<file path="config.mk">
export PLATFORM = sky130hd
export DESIGN_NAME = vkhs_ram
export DESIGN_NICKNAME = d
export VERILOG_FILES = /design/src/rtl/vkhs_ram.sv
export SDC_FILE = /design/constraint.sdc
export NUM_CORES = 1
export LEC_CHECK = 0
export BUFFER_PORTS_ARGS = -buffer_cell sky130_fd_sc_hd__buf_2
export CORE_ASPECT_RATIO = 1.4
export CORE_MARGIN = 2
export CORE_UTILIZATION = 30
export DETAILED_ROUTE_END_ITERATION = 6
export GPL_ROUTABILITY_DRIVEN = 0
export HOLD_SLACK_MARGIN = 0.15
export PLACE_DENSITY = 0.48
export SYNTH_ARGS = -nofsm -noshare
export SYNTH_HDL_FRONTEND = slang
export SYNTH_SLANG_ARGS = --single-unit
export TNS_END_PERCENT = 5
</file>
<file path="constraint.sdc">
create_clock -name clk -period 5.97 [get_ports clk]
set_input_delay 1.194 -clock clk [delete_from_list [all_inputs] [get_ports clk]]
set_output_delay 1.194 -clock clk [all_outputs]
set_load 0.005 [all_outputs]
</file>
<file path="src/rtl/vkhs_ram.sv">
`default_nettype none

module vkhs_ram #(
    parameter int WIDTH = 8,
    parameter int DEPTH = 16
) (
    input  wire logic                                   clk,
    input  wire logic                                   we,
    input  wire logic [((DEPTH > 1) ? $clog2(DEPTH) : 1)-1:0] waddr,
    input  wire logic [WIDTH-1:0]                       wdata,
    input  wire logic                                   re,
    input  wire logic [((DEPTH > 1) ? $clog2(DEPTH) : 1)-1:0] raddr,
    output logic      [WIDTH-1:0]                       rdata
);

    logic [WIDTH-1:0] mem [DEPTH];

    // one write port, one registered read port
    always_ff @(posedge clk)
    begin
        if (we)
        begin
            mem[waddr] <= wdata;
        end
        if (re)
        begin
            rdata <= mem[raddr];
        end
    end

endmodule

`default_nettype wire

</file>
==> results of run 1 <==
-- final cells by class --
class / count / area [um^2] / share of cell area [%]
clock buffers: 17 / 425 / 6.84
clock inverters: 15 / 191 / 3.08
flip-flops and latches: 136 / 4080 / 65.6
multi-input cells: 83 / 1060 / 17.0
well taps: 236 / 295 / 4.75
repair buffers: 31 / 168 / 2.70
-- Yosys cell counts --
| library cell | number | share of area [%] |
|---|---|---|
| nand3_1 | 1 | 0.096 |
| nor3_1 | 4 | 0.38 |
| clkdlybuf4s25_2 | 3 | 0.57 |
| mux4_2 | 18 | 7.8 |
| buf_6 | 3 | 0.65 |
| or3b_2 | 1 | 0.17 |
| edfxtp_1 | 136 | 78 |
| nand2b_1 | 2 | 0.24 |
| nor2b_1 | 1 | 0.12 |
| buf_2 | 3 | 0.29 |
| nand3b_1 | 2 | 0.29 |
| and2_1 | 1 | 0.12 |
| nand2_1 | 9 | 0.65 |
| and2b_1 | 1 | 0.14 |
| a22oi_1 | 16 | 2.3 |
| buf_4 | 1 | 0.14 |
| nor2_1 | 13 | 0.93 |
| mux4_1 | 14 | 7.0 |
-- through the flow --
stage	setup slack, ns	power [uW]
final	3.28	2260
after detailed placement	2.79	1200
after global placement	2.82	1200
after floorplan	3.28	1150
after global routing	3.16	2320
after CTS	3.24	2280
-- power groups by stage --
stage / Clock, uW / Combinational [uW] / Sequential (uW)
after floorplan: 0 / 54.3 / 1100
after global routing: 1140 / 103 / 1080
final: 1080 / 93.7 / 1080
after global placement: 0 / 94.3 / 1100
after detailed placement: 0 / 96.6 / 1100
after CTS: 1100 / 96.8 / 1080
-- critical path: stages --
cell and delay [ns]:
buf_2 0.07, buf_4 0.51, mux4_1 0.67, a22oi_1 0.29, nand2_1 0.10
-- metal layers --
metal  global-route usage, %  up-vias
met3                    3.61       14
met1                    16.7     1249
li1                        -     1064
met4                    4.93        0
met5                       0        -
met2                    20.6       81
-- flip-flops by register name, indices dropped and copies added, names as in the netlist --
register  count
mem         128
rdata         8
-- how the worst min path moves through the flow --
stage / endpoint / slack (ns) / cells after the start
2_1_floorplan: rdata[0] / 0.70 / 3
3_3_place_gp: rdata[4] / 0.73 / 3
3_5_place_dp: rdata[4] / 0.73 / 3
4_1_cts: rdata[0] / 0.75 / 3
5_1_grt: rdata[2] / 0.77 / 3
6_report: rdata[0] / 0.75 / 3
-- logic make-up (layout without fill, tap and decap cells) --
group                  count (synthesis)  after routing
and+or+nand+nor                       35             35
DFF                                  136            136
AOI/OAI and AO/OA                     16             16
muxes                                 32             32
buffers and inverters                 10             63
==> reports/summary.txt, run 1 <==
status = complete, no violations
CTS Sinks = 136
CP endpoint = rdata[1]
Fin Clk Skew = 0.00814 ns
Cell variety after synth = 18
# diodes = 0
Slew @ Worst Pin = 1.04 ns
dpl cell area = 5600 um^2
most frequent cells in the layout = 136 x edfxtp_1, 26 x buf_2, 18 x mux4_2
clock slew at reported path FFs = 0.06 ns
element type at the critical path end = flop
Compound-Gate Fraction of Synth Area = 2.30%
Tmin final = 2.69 ns
CTS Root Cell = clkbuf_16
initial antenna violation count = 0
startpoint types = input port
Post-Syn Instances = 229
Tcrit/Tclk final = 45.1%
drt drc = 0
leakage power = 0.00203 uW
final instance area = 6220 um^2
layout filler cell count = 1,598
die width = 116 um
DR vias = 2,408
Worst R2R Path Depth = 3
grt ovf = 0
sw frac = 21.1%
vias in the first global route = 2,550
Post-Route Utilization = 36.2%
Mapped Avg Cell Area = 22.8 um^2
Overall Global Routing Usage = 12.9%
Rel. slew slack = 30.2%
reg2reg setup slack = 4.43 ns
IO Port Bufs = 26
DP Wirelength = 6.77 mm
flops & latches, synth = 136
Adder-Cell Fraction of Synth Area = 0%
Req. time, crit path = 6.13 ns
area delta synth->final = 19.0%
Synth Area in Simple Gates = 3.14%
Combinational Power Share = 4.2%
CORE AREA = 17,200 um^2
drt pass-1 iters = 5
Max H-tree Level = 4
FF-to-FF Start = mem[1][1]
buffers inserted by post-CTS timing repair = 0
fmax = 371 MHz
Post-Route WL = 11.0 mm
Clk Latency, worst-skew pair = 0.42 ns
die extent in y = 160 um
share of cells above drive strength 1 = 29.1%
row count = 57
Max Cap Violations = 0
Hold Path Origin = mem[13][0]
post-synthesis cell area = 5230 um^2
metal3 WL = 574 um
hold slack = 0.746 ns
most common cell after layout, fill and taps aside = edfxtp_1
fin cells = 518
Worst Path Arrival = 2.85 ns
ANT nets after route = 0
post-DR vias/cell = 4.65
first-pass GRT wire length = 16.5 mm
per-cell routed wire length = 21.3 um
Hold/Removal Path Class = reg -> reg
post-synthesis mux area share = 14.8%
final hold viol count = 0
CTS tree = done
largest net degree at the start of global routing = 33
clock group share of total power = 47.9%
fin. max-slew vios = 0
Die ar. = 18,500 um^2
power density over cell area = 363 nW/um^2
Hold-fix buffers, CTS = 0
xor/xnor share of the synthesized area = 0%
met1 WL = 4.62 mm
syn nets = 248
Placed Cells = 486
P_sw = 476 uW
RSZ-0062 raised after global routing = false
Yosys Warn Count = 0
DRT iter0 DRCs = 195
largest family of logic cells by synthesized area = multiplexers
post-CTS sizing = 0
# nets final = 288
Num CTS Buffers = 17
Initial Utilization = 30.4%
Flop pwr share = 48.0%
crit path from = raddr[0]
Crit Reg-Reg Endpoint = rdata[1]
Sum Neg Setup Slack = 0 ns
register area share after synthesis = 78.1%
highest routed layer = met4
Max IR drop VDD = 181 uV
IO Count = 27
Max clock buf depth = 2
met2 WL post-DR = 5.65 mm
P_int = 1780 uW
Crit Path Category = in -> reg
Final setup viols = 0
CP Max Fanout = 32
Power figures use the tool's default switching activity.
==> run 2: changes to the inputs <==
PLACE_DENSITY = 0.49   (was 0.48)
clock period = 2.4 ns   (was 5.97 ns; I/O delays follow)
==> run 2 against run 1 <==
Critical endpoint is now rdata[4]. Largest power group unchanged. Flip-flop and latch count is the same. Worst hold slack lost 0.31 ns. Highest routed layer unchanged. Power grew 140%. Clock skew shrank 0.0038 ns.
==> reports/summary.txt, run 2 (synthesized netlist as in run 1, its figures left out) <==
CTS tree = done
Hold/Removal Path Class = in -> reg
Num CTS Buffers = 17
post-CTS sizing = 0
fmax = 624 MHz
Hold-fix buffers, CTS = 0
most frequent cells in the layout = 136 x edfxtp_1, 26 x buf_2, 20 x buf_4
reg2reg setup slack = 0.93 ns
Tcrit/Tclk final = 66.8%
area delta synth->final = 21.0%
DR vias = 2,433
largest net degree at the start of global routing = 20
biggest regs = mem (128), rdata (8)
final hold viol count = 0
drt drc = 0
Initial Utilization = 30.4%
crit-path cells = buf_2 > buf_12 > mux4_1 > a22oi_1 > nand2_1
DP Wirelength = 6.91 mm
Tot Pwr = 5320 uW
share of cells above drive strength 1 = 31.0%
grt ovf = 0
Overall Global Routing Usage = 11.8%
die extent in y = 160 um
row count = 57
Crit path largest cell delay = 0.57 ns
CORE AREA = 17,200 um^2
Sum Neg Setup Slack = 0 ns
Hold Path Origin = re
fin. max-slew vios = 0
vias in the first global route = 2,621
FF-to-FF Start = mem[4][3]
CTS Root Cell = clkbuf_16
Worst Path Arrival = 1.75 ns
IO Port Bufs = 26
hold slack = 0.441 ns
CP Max Fanout = 19
die width = 116 um
Max Cap Violations = 0
Crit-path slowest cell = mux4_1
drt pass-1 iters = 5
Max clock buf depth = 2
DRT iter0 DRCs = 96
buffers inserted by post-CTS timing repair = 0
power density over cell area = 841 nW/um^2
leakage power = 0.00211 uW
Post-Route WL = 10.3 mm
Fin Clk Skew = 0.00439 ns
CP bufs+invs = 2
per-cell routed wire length = 19.2 um
CTS Sinks = 136
status = complete, no violations
Crit Path Category = in -> reg
Rel. slew slack = 73.2%
Clk Latency, worst-skew pair = 0.40 ns
Slew @ Worst Pin = 0.401 ns
IO Count = 27
crit path from = raddr[0]
# diodes = 0
startpoint types = input port
post-DR vias/cell = 4.54
Die ar. = 18,500 um^2
Largest register FFs = 128
ANT nets after route = 0
clock slew at reported path FFs = 0.05 ns
RSZ-0062 raised after global routing = false
first-pass GRT wire length = 15.6 mm
Final setup viols = 0
cell family with most CP delay = multiplexers
Top reg by flops = mem
Tmin final = 1.60 ns
# nets final = 306
initial antenna violation count = 0
Max H-tree Level = 4
element type at the critical path end = flop
Req. time, crit path = 2.55 ns
most common cell after layout, fill and taps aside = edfxtp_1
Max IR drop VDD = 352 uV
-- run 2: cell count changes in the layout (fill, tap and decap cells not counted), sizes merged --
cell	before	now
buf	31	49
bufinv	3	2
clkbuf	17	21
clkinv	3	7
clkinvlp	3	2
inv	6	0
-- run 2: power by group --
group          switching, uW  total, uW  internal (uW)
clock network            867       2370           1510
logic                    141        251            110
registers               12.7       2690           2680
total                   1020       5320           4300
-- run 2: final timing paths --
check,cells after the start,to
worst max-delay path,5,rdata[4]
worst max register to register,3,rdata[3]
worst min register to register,3,rdata[5]
worst min-delay path,1,rdata[2]
-- run 2: area by class of cell --
cell class,instances,area (um^2)
clock inverters,11,106
repair buffers,49,340
multi-input cells,83,1060
clock buffers,21,440
flip-flops and latches,136,4080
well taps,236,295
fillers,1578,10900
-- run 2: per-layer routing --
metal,track usage [%],part of all wire [%],vias up
li1,-,-,1097
met1,14.7,42,1272
met2,19.6,53,55
met3,3.11,3.4,9
met4,4.49,1.4,0
met5,0,0,-
-- run 2: worst reg2reg max path: stages (launching register included) --
cell,delay (ns)
edfxtp_1,0.37
mux4_1,0.54
a22oi_1,0.23
nand2_1,0.09
-- run 2: per-stage QoR --
| stage | setup WS, ns | cell area (um^2) | std cells | util, % |
|---|---|---|---|---|
| final | 0.797 | 6320 | 536 | 36.8 |
| after floorplan | 0.427 | 5230 | 229 | - |
| after global placement | 0.361 | 5780 | 504 | 33.6 |
| after CTS | 0.807 | 6320 | 536 | 36.8 |
| after global routing | 0.749 | 6320 | 536 | 36.8 |
| after detailed placement | 0.379 | 5780 | 504 | 33.6 |
==> run 3: changes to the inputs <==
clock period = 1.45 ns   (was 2.4 ns; I/O delays follow)
==> run 3 against run 2 <==
Clock-buffer cell count fell by 3. Non-clock buffer count up 7. Sequential share of layout area fell by 0.38 points. Routed wire length rose by 1.6%. Flip-flop and latch count unchanged. Critical path type is now reg -> reg.
==> reports/summary.txt, run 3 (synthesized netlist as in run 1, its figures left out) <==
Sequential cell area = 4080 um^2
Final setup viols = 0
Fin Clk Skew = 0.00820 ns
Post-Route Utilization = 37.0%
CP endpoint = rdata[7]
DP Wirelength = 7.14 mm
area delta synth->final = 21.7%
first-pass GRT wire length = 16.0 mm
CTS Sinks = 136
Top reg by flops = mem
Crit path largest cell delay = 0.47 ns
FF-to-FF Start = mem[0][7]
multi-input logic area = 1050 um^2
RSZ-0062 raised after global routing = false
CTS tree = done
leakage power = 0.00210 uW
Hold-fix buffers, CTS = 0
fmax = 725 MHz
Tot Pwr = 8740 uW
per-cell routed wire length = 19.2 um
Max H-tree Level = 4
crit-path cells = mux4_2 > a22oi_2 > nand2_1
Largest register FFs = 128
DR vias = 2,414
drt drc = 0
Sum Neg Setup Slack = 0 ns
fin. max-slew vios = 0
Max clock buf depth = 2
status = complete, no violations
die extent in y = 160 um
most common cell after layout, fill and taps aside = edfxtp_1
Crit Path Category = reg -> reg
power density over cell area = 1370 nW/um^2
crit path from = mem[0][7]
Max Cap Violations = 0
most frequent cells in the layout = 136 x edfxtp_1, 28 x mux4_2, 27 x buf_4
share of cells above drive strength 1 = 38.8%
element type at the critical path end = flop
Overall Global Routing Usage = 12.4%
grt ovf = 0
Tcrit/Tclk final = 95.1%
Clk Latency, worst-skew pair = 0.41 ns
initial antenna violation count = 0
die width = 116 um
ANT nets after route = 0
Initial Utilization = 30.4%
Post-Route WL = 10.4 mm
Crit-path slowest cell = mux4_2
Req. time, crit path = 1.61 ns
layout filler cell count = 1,551
CTS Root Cell = clkbuf_16
Hold/Removal Path Class = in -> reg
vias in the first global route = 2,664
Num CTS Buffers = 17
CORE AREA = 17,200 um^2
hold path cells = 1
Max IR drop VDD = 753 uV
row count = 57
# diodes = 0
final hold viol count = 0
Rel. slew slack = 42.5%
IO Count = 27
DRT iter0 DRCs = 179
clock slew at reported path FFs = 0.06 ns
Die ar. = 18,500 um^2
Slew @ Worst Pin = 0.861 ns
Worst Path Arrival = 1.54 ns
CP Max Fanout = 1
reg2reg setup slack = 0.07 ns
# nets final = 313
Worst R2R Path Depth = 3
drt pass-1 iters = 4
biggest regs = mem (128), rdata (8)
Tmin final = 1.38 ns
startpoint types = flop
Crit Reg-Reg Endpoint = rdata[7]
largest net degree at the start of global routing = 27
IO Port Bufs = 26
post-DR vias/cell = 4.45
==> run 3: worst max-delay path, delay by kind of cell (launching register included) <==
| family | cells | cell delay (ns) |
|---|---|---|
| AO/OA/AOI/OAI | 1 | 0.23 |
| flip-flops | 1 | 0.36 |
| multiplexers | 1 | 0.47 |
| AND/OR/NAND/NOR | 1 | 0.07 |
==> run 3: worst min path at each step <==
| stage | from | to | slack, ns |
|---|---|---|---|
| after floorplan | wdata[0] | mem[0][0] | 0.39 |
| after global placement | wdata[5] | mem[6][5] | 0.68 |
| after detailed placement | re | rdata[2] | 0.68 |
| after CTS | re | rdata[1] | 0.25 |
| after global routing | re | rdata[6] | 0.25 |
| final | re | rdata[6] | 0.27 |
==> run 3: per-stage QoR <==
stage          hold WS [ns]  instance area (um^2)  instances  setup WS [ns]
6_report              0.267                  6360        543         0.0705
5_1_grt               0.249                  6360        543        0.00125
4_1_cts               0.253                  6350        543         0.0108
3_5_place_dp          0.682                  5810        511         -0.353
3_3_place_gp          0.675                  5810        511         -0.350
2_1_floorplan         0.389                  5220        229         -0.106
==> run 3: repair_timing <==
item | in CTS | in global routing
buffers inserted | 0 | 0
gates resized for setup | 1 | 7
setup endpoints to repair | 1 | 4
==> run 3: report_power, final <==
group	total (uW)	switching [uW]	internal, uW
Clock	3860	1530	2330
Combinational	436	241	196
Sequential	4450	20.8	4430
==> run 3: metal layers <==
metal  GRT usage, %  vias up  part of all wire (%)
met3           3.30       10                   3.3
met5              0        -                     0
met2           21.8       56                    55
met1           14.0     1248                    40
met4           4.93        0                   1.4
li1               -     1100                     -
==> run 3: cell type report <==
cell class                 instances  area share, %
clock buffer                      18           6.75
sequential                       136           64.2
clock inverter                    14           1.73
multi-input combinational         83           16.5
timing repair buffer              56           6.18
tap                              236           4.64
